--- src/hw/rtl/lcddrv_pkg.sv ---
package lcddrv_pkg;

    localparam int unsigned WordW  = 16;
    localparam int unsigned FrameW = 2 * WordW;
    localparam int unsigned CntW   = $clog2(FrameW);
    localparam logic [CntW-1:0] LAST_BIT = CntW'(FrameW - 1);
    localparam logic [WordW-1:0] COLON_BIT = WordW'(1 << 7);

    typedef enum logic [1:0] {
        MODE_HM     = 2'd0,
        MODE_MS     = 2'd1,
        MODE_ALM_HM = 2'd2
    } mode_t;

    typedef struct packed {
        logic              common;
        logic [FrameW-1:0] bits;
    } frame_t;

    typedef struct packed {
        logic full;
        logic empty;
    } q_stat_t;

    localparam logic [WordW-1:0] SEG_A [4][10] = '{
        '{16'd3, 16'd0, 16'd5, 16'd5, 16'd6, 16'd7, 16'd7, 16'd1, 16'd7, 16'd7},
        '{16'd56, 16'd8, 16'd88, 16'd88, 16'd104, 16'd112, 16'd112, 16'd24,
          16'd120, 16'd120},
        '{16'd1792, 16'd256, 16'd2816, 16'd2816, 16'd3328, 16'd3584, 16'd3584,
          16'd768, 16'd3840, 16'd3840},
        '{16'd28672, 16'd4096, 16'd45056, 16'd45056, 16'd53248, 16'd57344,
          16'd57344, 16'd12288, 16'd61440, 16'd61440}
    };

    localparam logic [WordW-1:0] SEG_B [4][10] = '{
        '{16'd15, 16'd3, 16'd13, 16'd7, 16'd3, 16'd6, 16'd14, 16'd3, 16'd15, 16'd7},
        '{16'd224, 16'd32, 16'd192, 16'd96, 16'd32, 16'd96, 16'd224, 16'd32,
          16'd224, 16'd96},
        '{16'd3584, 16'd512, 16'd3072, 16'd1536, 16'd512, 16'd1536, 16'd3584,
          16'd512, 16'd3584, 16'd1536},
        '{16'd28672, 16'd4096, 16'd24576, 16'd12288, 16'd4096, 16'd12288,
          16'd28672, 16'd4096, 16'd28672, 16'd12288}
    };

    // returns {word b, word a} for one digit position
    function automatic logic [FrameW-1:0] digit_segs(input logic [1:0] pos,
                                                     input logic [3:0] digit,
                                                     input logic blank_zero);
        logic [FrameW-1:0] r;
        r = '0;
        if (digit <= 4'd9 && !(blank_zero && digit == 4'd0)) begin
            r = {SEG_B[pos][digit], SEG_A[pos][digit]};
        end
        return r;
    endfunction

endpackage

--- src/hw/rtl/lcddrv_front.sv ---
module lcddrv_front (
    input  logic                   aclk,
    input  logic                   aresetn,
    input  logic                   s_tvalid,
    output logic                   s_tready,
    input  logic [47:0]            s_tdata,
    input  lcddrv_pkg::q_stat_t    q_stat,
    output logic                   q_push,
    output lcddrv_pkg::frame_t     q_entry
);
    import lcddrv_pkg::*;

    logic              polarity_reg;
    logic              polarity_next;
    logic [3:0]        d0, d1, d2, d3;
    logic              blank3;
    logic              colon;
    logic [FrameW-1:0] segs;
    logic [1:0]        mode;
    logic [2:0]        eighth;

    assign mode   = s_tdata[1:0];
    assign eighth = s_tdata[28:26];

    always_comb begin
        d0     = '0;
        d1     = '0;
        d2     = '0;
        d3     = '0;
        blank3 = 1'b0;
        colon  = 1'b0;
        unique case (mode)
            MODE_HM: begin
                d0     = s_tdata[5:2];
                d1     = s_tdata[9:6];
                d2     = s_tdata[13:10];
                d3     = s_tdata[17:14];
                blank3 = 1'b1;
                colon  = eighth[2];
            end
            MODE_MS: begin
                d0    = s_tdata[21:18];
                d1    = s_tdata[25:22];
                d2    = s_tdata[5:2];
                d3    = s_tdata[9:6];
                colon = eighth[0];
            end
            MODE_ALM_HM: begin
                d0     = s_tdata[32:29];
                d1     = s_tdata[36:33];
                d2     = s_tdata[40:37];
                d3     = s_tdata[44:41];
                blank3 = 1'b1;
                colon  = 1'b1;
            end
            default: begin
                // unused mode: all segments off, digits forced out of range
                d0 = 4'hf;
                d1 = 4'hf;
                d2 = 4'hf;
                d3 = 4'hf;
            end
        endcase
    end

    always_comb begin
        segs = digit_segs(2'd0, d0, 1'b0) | digit_segs(2'd1, d1, 1'b0)
             | digit_segs(2'd2, d2, 1'b0) | digit_segs(2'd3, d3, blank3);
        if (colon) begin
            segs[WordW-1:0] = segs[WordW-1:0] | COLON_BIT;
        end
    end

    assign s_tready       = !q_stat.full;
    assign q_push         = s_tvalid && s_tready;
    assign polarity_next  = !polarity_reg;
    assign q_entry.common = polarity_next;
    assign q_entry.bits   = polarity_reg ? segs : ~segs;

    always_ff @(posedge aclk) begin
        if (!aresetn) begin
            polarity_reg <= 1'b0;
        end else if (q_push) begin
            polarity_reg <= polarity_next;
        end
    end

endmodule

--- src/hw/rtl/lcddrv_queue.sv ---
module lcddrv_queue (
    input  logic                aclk,
    input  logic                aresetn,
    input  logic                push,
    input  lcddrv_pkg::frame_t  wr_entry,
    input  logic                pop,
    output lcddrv_pkg::frame_t  rd_entry,
    output lcddrv_pkg::q_stat_t stat
);
    import lcddrv_pkg::*;

    frame_t     mem_reg [2];
    logic       wr_ptr_reg;
    logic       rd_ptr_reg;
    logic [1:0] cnt_reg;
    logic [1:0] cnt_next;

    assign stat.full  = cnt_reg == 2'd2;
    assign stat.empty = cnt_reg == 2'd0;
    assign rd_entry   = mem_reg[rd_ptr_reg];

    always_comb begin
        cnt_next = cnt_reg;
        if (push && !pop) begin
            cnt_next = cnt_reg + 2'd1;
        end else if (pop && !push) begin
            cnt_next = cnt_reg - 2'd1;
        end
    end

    always_ff @(posedge aclk) begin
        if (push) begin
            mem_reg[wr_ptr_reg] <= wr_entry;
        end
    end

    always_ff @(posedge aclk) begin
        if (!aresetn) begin
            wr_ptr_reg <= 1'b0;
            rd_ptr_reg <= 1'b0;
            cnt_reg    <= '0;
        end else begin
            if (push) begin
                wr_ptr_reg <= !wr_ptr_reg;
            end
            if (pop) begin
                rd_ptr_reg <= !rd_ptr_reg;
            end
            cnt_reg <= cnt_next;
        end
    end

endmodule

--- src/hw/rtl/lcddrv_back.sv ---
module lcddrv_back (
    input  logic                aclk,
    input  logic                aresetn,
    input  lcddrv_pkg::frame_t  q_entry,
    input  lcddrv_pkg::q_stat_t q_stat,
    output logic                q_pop,
    output logic                m_tvalid,
    input  logic                m_tready,
    output logic [7:0]          m_tdata,  // [0] data_bit
    output logic                m_tlast,
    output logic [0:0]          m_tuser   // [0] common_level
);
    import lcddrv_pkg::*;

    logic [FrameW-1:0] shift_reg;
    logic [CntW-1:0]   cnt_reg;
    logic              busy_reg;
    logic              common_reg;
    logic              last;
    logic              xfer;

    assign last     = cnt_reg == LAST_BIT;
    assign xfer     = busy_reg && m_tready;
    assign q_pop    = !q_stat.empty && (!busy_reg || (xfer && last));
    assign m_tvalid = busy_reg;
    assign m_tdata  = {7'd0, shift_reg[0]};
    assign m_tlast  = last;
    assign m_tuser  = last & common_reg;

    always_ff @(posedge aclk) begin
        if (q_pop) begin
            shift_reg  <= q_entry.bits;
            common_reg <= q_entry.common;
        end else if (xfer) begin
            shift_reg <= {1'b0, shift_reg[FrameW-1:1]};
        end
    end

    always_ff @(posedge aclk) begin
        if (!aresetn) begin
            busy_reg <= 1'b0;
            cnt_reg  <= '0;
        end else if (q_pop) begin
            busy_reg <= 1'b1;
            cnt_reg  <= '0;
        end else if (xfer) begin
            busy_reg <= !last;
            cnt_reg  <= cnt_reg + CntW'(1);
        end
    end

endmodule

--- src/hw/rtl/segment_lcd_ac_display_driver_unit.sv ---
// channel | dir | tdata                                     | tlast | tuser
// s_      | in  | 48b refresh: mode, time, eighths, alarm   | -     | -
// m_      | out | 8b, [0] serial segment bit                | latch | [0] common_level
//
// one refresh gives 32 output transactions, one a cycle while m_tready is high:
// the bit shifter in the back end sets the rate; refreshes run back to back when queued
// input to first bit: written into the two-entry frame queue, then loaded into the shifter
// reset: synchronous aresetn low clears polarity, queue pointers and count, and the shifter's busy flag and bit count
// output stall holds the shifter; the queue keeps taking refreshes until full
module segment_lcd_ac_display_driver_unit (
    input  logic        aclk,
    input  logic        aresetn,
    input  logic        s_tvalid,
    output logic        s_tready,
    input  logic [47:0] s_tdata,  // mode[1:0] min1[5:2] min10[9:6] hr1[13:10] hr10[17:14]
                                  // sec1[21:18] sec10[25:22] eighth[28:26] amin1[32:29]
                                  // amin10[36:33] ahr1[40:37] ahr10[44:41]
    output logic        m_tvalid,
    input  logic        m_tready,
    output logic [7:0]  m_tdata,  // data_bit[0]
    output logic        m_tlast,
    output logic [0:0]  m_tuser   // common_level[0]
);
    import lcddrv_pkg::*;

    frame_t  wr_entry;
    frame_t  rd_entry;
    q_stat_t q_stat;
    logic    q_push;
    logic    q_pop;

    lcddrv_front u_front (
        .aclk     (aclk),
        .aresetn  (aresetn),
        .s_tvalid (s_tvalid),
        .s_tready (s_tready),
        .s_tdata  (s_tdata),
        .q_stat   (q_stat),
        .q_push   (q_push),
        .q_entry  (wr_entry)
    );

    lcddrv_queue u_queue (
        .aclk     (aclk),
        .aresetn  (aresetn),
        .push     (q_push),
        .wr_entry (wr_entry),
        .pop      (q_pop),
        .rd_entry (rd_entry),
        .stat     (q_stat)
    );

    lcddrv_back u_back (
        .aclk     (aclk),
        .aresetn  (aresetn),
        .q_entry  (rd_entry),
        .q_stat   (q_stat),
        .q_pop    (q_pop),
        .m_tvalid (m_tvalid),
        .m_tready (m_tready),
        .m_tdata  (m_tdata),
        .m_tlast  (m_tlast),
        .m_tuser  (m_tuser)
    );

    a_common_only_on_last: assert property (@(posedge aclk) disable iff (!aresetn)
        m_tvalid && m_tuser[0] |-> m_tlast)
        else $error("common level outside last bit");

    a_queue_status: assert property (@(posedge aclk) disable iff (!aresetn)
        !(q_stat.full && q_stat.empty))
        else $error("queue full and empty");

    a_accept_fills_queue: assert property (@(posedge aclk) disable iff (!aresetn)
        s_tvalid && s_tready |=> !q_stat.empty)
        else $error("accepted refresh missing from queue");

    a_pop_needs_data: assert property (@(posedge aclk) disable iff (!aresetn)
        q_pop |-> !q_stat.empty)
        else $error("pop from empty queue");

endmodule
--- config.mk ---
export PLATFORM = sky130hd
export DESIGN_NAME = segment_lcd_ac_display_driver_unit
export DESIGN_NICKNAME = d
export VERILOG_FILES = /design/src/hw/rtl/lcddrv_pkg.sv /design/src/hw/rtl/lcddrv_front.sv /design/src/hw/rtl/lcddrv_queue.sv /design/src/hw/rtl/lcddrv_back.sv /design/src/hw/rtl/segment_lcd_ac_display_driver_unit.sv
export SDC_FILE = /design/constraint.sdc
export NUM_CORES = 1
export LEC_CHECK = 0
export BUFFER_PORTS_ARGS = -buffer_cell sky130_fd_sc_hd__buf_4
export CAP_MARGIN = 20
export CORE_MARGIN = 5
export CORE_UTILIZATION = 59
export CTS_CLUSTER_DIAMETER = 120
export DETAILED_ROUTE_END_ITERATION = 8
export PLACE_DENSITY = 0.78
export SLEW_MARGIN = 20
export SYNTH_ARGS = -nofsm -noshare
export SYNTH_HDL_FRONTEND = slang
export SYNTH_SLANG_ARGS = --single-unit
--- constraint.sdc ---
create_clock -name aclk -period 3.7 [get_ports aclk]
set_input_delay 0.185 -clock aclk [delete_from_list [all_inputs] [get_ports aclk]]
set_output_delay 0.185 -clock aclk [all_outputs]
set_load 0.02 [all_outputs]
==> Word level (Yosys, flattened, before mapping) <==
Memory sizes are Yosys's and may differ from the RTL's. A register that Yosys moved wholly into a read port is not among the register bits.
Index checks and enable logic that the tools add are counted.
{ "word_totals": {"regBits": 44, "mem_bits_rw": 66, "rom_bits": 2048, "inputBits": 52, "output_inout_bits": 12, "mem_count": 9} }
{ "memory_table": {"columns": ["name", "words", "word_bits", "read_ports", "rd_ports_with_merged_regs", "write_ports", "line_no", "rtl"], "rows": [
  ["(name not given)", 16, 16, 1, 0, 0, "lcddrv_pkg.sv:52", "r = {SEG_B[pos][digit], SEG_A[pos][digit]};"],
  ["(name not given)", 16, 16, 1, 0, 0, "lcddrv_pkg.sv:52", null],
  ["(name not given)", 16, 16, 1, 0, 0, "lcddrv_pkg.sv:52", null],
  ["(name not given)", 16, 16, 1, 0, 0, "lcddrv_pkg.sv:52", null],
  ["(name not given)", 16, 16, 1, 0, 0, "lcddrv_pkg.sv:52", null],
  ["(name not given)", 16, 16, 1, 0, 0, "lcddrv_pkg.sv:52", null],
  ["+3 memories", null, null, null, null, null, null, null]
]} }
{ "classes": {"add_sub_neg": 3, "n_lt_le_gt_ge": 8, "eq_ne": 4, "n_mux": 38, "bitwise": 10, "n_reduce_logical": 26} }
{ "ops": {"columns": ["op", "count"], "rows": [
  ["$mux 16", 16],
  ["$mux 32", 7],
  ["$or 32x32->32", 3],
  ["$pmux 4 s3", 4],
  ["$not 32->32", 1],
  ["$ge 5x5->1 const B", 4],
  ["$not 4->5", 4],
  ["$le 4x4->1 const B", 4],
  ["$logic_not 1->1", 10],
  ["$logic_and 1x1->1", 8],
  ["$mux 8", 1],
  ["$mux 1", 7],
  ["$add 5x1->5 const B", 1],
  ["$eq 5x5->1 const B", 1],
  ["$eq 2x2->1 const B", 2],
  ["$logic_not 2->1", 2],
  ["$logic_not 4->1", 1],
  ["$mux 2", 2],
  ["$reduce_bool 2->1", 2],
  ["$reduce_or 2->1", 2],
  ["$pmux 1 s3", 1],
  ["$add 2x1->2 const B", 1],
  ["$eq 2x1->1 const B", 1],
  ["$sub 2x1->2 const B", 1],
  ["other kinds (3)", 3]
]} }

==> Longest topological paths before layout <==
{ "logic_depth": {"word_depth": 13, "ltp_mapped": 11} }

==> Hierarchy <==
A second synthesis with hierarchy kept.
{ "unflattened": {"hier_cells": 448, "area_unflattened_um2": 6120.9} }
{ "by_module_without_submodules": {"columns": ["mod", "n_inst", "cells_per_inst", "area_per_inst_um2"], "rows": [
  ["lcddrv_queue", 1, 125, 2592.5],
  ["lcddrv_back", 1, 110, 1836.8],
  ["lcddrv_front", 1, 213, 1691.6]
]} }

==> Worst setup path before layout <==
Ideal clock, no wire load.
{ "synth_path": {"path_type": "reg2reg", "startpoint": "register u_queue.cnt_reg[0]", "endpoint": "memory u_queue.mem_reg[0][0] (netlist bit), enable pin", "arrival_ps": 2250, "setup_slack_ps": 1031, "stages_incl_launch_ff": 5, "path_buffers": 1, "synth_period_minus_slack_ps": 2669, "path_cell_list": "dfxtp_1 -> clkbuf_1 -> nand2b_1 -> nand2_1 -> nor2_1"} }
{ "synth_between": {"elab_chain_len": 5} }
{ "synth_lines": {"columns": ["item", "line_no", "rtl"], "rows": [
  ["start, declared", "lcddrv_queue.sv:15", "logic [1:0] cnt_reg;"],
  ["start signal, assigned", "lcddrv_queue.sv:49", "cnt_reg <= cnt_next;"],
  ["$eq 2x2->1", "lcddrv_queue.sv:18", "assign stat.full = cnt_reg == 2'd2;"],
  ["$logic_not 1->1", "lcddrv_front.sv:74", "assign s_tready = !q_stat.full;"],
  ["via s_tready", "segment_lcd_ac_display_driver_unit.sv:14", "output logic s_tready,"],
  ["$logic_and 1x1->1", "lcddrv_front.sv:75", "assign q_push = s_tvalid && s_tready;"],
  ["$mux 1", "lcddrv_queue.sv:32", "if (push) begin"],
  ["$mux 1 (implied by the code)", "lcddrv_queue.sv:33", "mem_reg[wr_ptr_reg] <= wr_entry;"],
  ["end, declared", "lcddrv_queue.sv:12", "frame_t mem_reg [2];"]
]} }
The timed path passes the listed nets, and every way through them passes these cells.

==> metrics.md <==
| Metric | Value |
|---|---|
| Cell area after layout | `between 6000 and 7000 µm²` |
| Routed wire length | `10.08 mm` |
| CTS Buf Count | `9` |
| First-pass GRT wire length | `roughly 17 mm` |
| Max-Cap Viols | `0` |
| Synth cell types | `46` |
| CTS clk-pin slew, worst paths | `0.10 ns` |
| Skew-Pair Late Insertion Delay | `roughly 0.35 ns` |
| Wire per inst | `15.37 µm` |
| Top Ports | `64` |
| Register area share after synthesis | `between 50 and 60%` |
| Area grow syn2layout | `12.07%` |
| GRT Resource Usage Total | `18.21%` |
| Nets | `~600` |
| GRT overflow | `0` |
| Pin count of the biggest net entering global routing | `63` |
| R2R Path Start | `u_back.cnt_reg[0]$_SDFFE_PP0P_` |
| Sequential Area | `3033 µm²` |
| Post-synthesis register bit count | `~110` |
| Die area | `approximately 11000 µm²` |
| Final Wtd Congestion | `~0.84` |
| Initial DRT Pass Iterations | `5` |
| Ys flop type | `edfxtp_1` |
| Min-delay src | `aresetn` |
| EDFF count, synth | `slightly above 90` |
| CTS root buf | `clkbuf_8` |
| Multi-input logic area | `between 2000 and 2500 µm²` |
| Placed Instance Area | `about 6100 µm²` |
| Level count of the clock H-tree | `3` |
| Initial DRC Count | `about 260` |
| Max IR drop VDD | `about 0.00038 V` |
| Fin. max-slew vios | `0` |
| Core area | `about 9000 µm²` |
| Arr. time, crit path | `~2.7 ns` |
| Hold crit path type | `in -> reg` |
| CTS tree | `yes` |
| DRC | `0` |
| Most frequent cell after synthesis | `edfxtp_1` |
| Post-route non-filler standard cell count | `656` |
| Critical path endpoint category | `flip-flop` |
| Via count | `between 3000 and 4000` |
| Die Ht | `roughly 110 µm` |
| Hold Fails Final Rpt | `0` |
| PD cells | `~660 nW/µm²` |
| Synth Area per Inst | `11.77 µm²` |
| DR vias/cell | `5.556` |
| Synth cell count leaders | `edfxtp_1, nor2_1, mux2i_1` |
| Leading area contributor after synthesis | `edfxtp_1` |
| Fraction of layout cells with a size suffix above 1 | `roughly 16%` |
| Largest register FFs | `60` |
| Initial Util | `about three fifths` |
| Ys async rst share | `0%` |
| Detailed Place HPWL | `~6.9 mm` |
| Initial antenna violation count | `0` |
| Worst slew pin tran | `approximately 1.0 ns` |
| Synth area leaders | `edfxtp_1, mux2i_1, ha_1, xnor2_1, dfxtp_1` |
| ANT nets after route | `0` |
| Die X | `~110 µm` |
| CTS resizes | `0` |
| Vias in the first global route | `between 3000 and 4000` |
| Crit path launch type | `input port` |
| Setup crit start | `s_tdata[1]` |
| RSZ-0062 raised after global routing | `false` |
| Final worst clock skew | `roughly 0.013 ns` |
| Final setup fails | `0` |
| Top cell type's share of synthesized area | `roughly half` |
| Clk sinks | `approximately 110` |
| Fin crit share | `between 60% and 70%` |
| Port bufs | `52` |
| Synth Cell Area | `around 5600 µm²` |
| Rel. slew slack | `between 20 and 30%` |
| Final TNS setup | `0 ns` |
| Largest fanout on the critical path | `31` |
| Fmax achieved | `0.3893 GHz` |
| Yosys warnings | `0` |
| Post-CTS Setup Bufs | `0` |
| P_leak | `2.378 nW` |
| Class of the most critical setup path | `in -> reg` |
| CTS Hold Bufs | `0` |
| Row count | `35` |
| Post-layout util | `67.65%` |
| Fill count | `a little under 700` |
| Setup ws final | `approximately 1.1 ns` |
| Clock Tree Buf Depth | `2` |
| Placed insts | `640` |
| DP Worst Slack | `about 0.74 ns` |
| Synthesized instance count | `between 400 and 500` |
| Antenna Cells | `0` |
| Min Clock Period, post-route | `roughly 2.6 ns` |
| Outcome | `finished, final reports clean` |
| Data required, critical path | `3.80 ns` |
## final timing paths
path	cells past startpoint	endpoint	slack (ns)
max	10	u_queue.mem_reg[1][28]$_DFFE_PP_	1.13
min reg2reg	2	u_back.cnt_reg[1]$_SDFFE_PP0P_	0.48
min	2	u_queue.wr_ptr_reg$_SDFFE_PN0P_	0.11
max reg2reg	9	u_queue.cnt_reg[1]$_SDFFE_PN0P_	1.25
## cell families (layout without fill, tap and decap cells)
family | count (synthesis) | count (layout) | share of synthesized area [%]
compound gates | 107 | 107 | 11.73
flops | 105 | 105 | 54.37
simple gates | 99 | 99 | 8.098
mux | 51 | 51 | 9.219
buf+inv | 45 | 92 | 4.127
xor+xnor | 36 | 36 | 5.653
fa+ha+maj | 30 | 30 | 6.729
other cells | 1 | 7 | 0.06723
## worst max-delay path, stage by stage
cell	delay, ns
buf_4	0.31
mux2i_1	0.14
o21ai_0	0.50
inv_1	0.17
ha_1	0.26
or2_2	0.28
a221oi_1	0.31
nor3b_2	0.13
a21boi_0	0.19
xnor2_1	0.18
## layer usage
metal  share of wire (%)  global-route usage, %  routed length [µm]
met4                0.98                  4.658                  99
met1                  45                  24.64                4579
met2                  47                  29.98                4783
met5                   0                      0                   0
met3                 6.1                  3.853                 619
## cell usage in the layout (no fill, tap or decap), drive strengths merged, types with 4 or more instances in the layout
| cell type | synthesis | layout |
|---|---|---|
| ha | 30 | 30 |
| and3 | 4 | 4 |
| nand3 | 6 | 6 |
| nor3b | 5 | 5 |
| clkbuf | 13 | 9 |
| buf | 15 | 59 |
| xnor2 | 33 | 33 |
| edfxtp | 93 | 93 |
| inv | 17 | 20 |
| nand2 | 14 | 14 |
| conb | 1 | 7 |
| a21oi | 47 | 47 |
| and2 | 7 | 7 |
| o21a | 7 | 7 |
| mux2i | 48 | 48 |
| o22ai | 7 | 7 |
| o21ai | 22 | 22 |
| o31ai | 5 | 5 |
| nor2 | 53 | 53 |
| dfxtp | 12 | 12 |
## power breakdown
part           switching (W)  total (W)  internal (W)
sequential          0.000144    0.00203       0.00189
combinational       0.000856    0.00139      0.000533
clock               0.000383   0.000702      0.000319
## final cells by class
| cell class | instances | area share, % |
|---|---|---|
| clock inverters | 7 | 1.201 |
| clock buffers | 9 | 1.982 |
| inverters | 17 | 1.021 |
| well taps | 129 | 2.582 |
| multi-input cells | 330 | 37.61 |
| flip-flops and latches | 105 | 48.52 |
| repair buffers | 59 | 7.086 |
## per-stage QoR
stage	hold slack, ns	total power, W
floorplan	0.3025	0.003075
global placement	0.4501	0.003372
detailed placement	0.4642	0.003444
CTS	0.09388	0.004144
global route	0.08515	0.004379
finish	0.1086	0.004121
No activity file was read; power rests on OpenSTA's default activity.
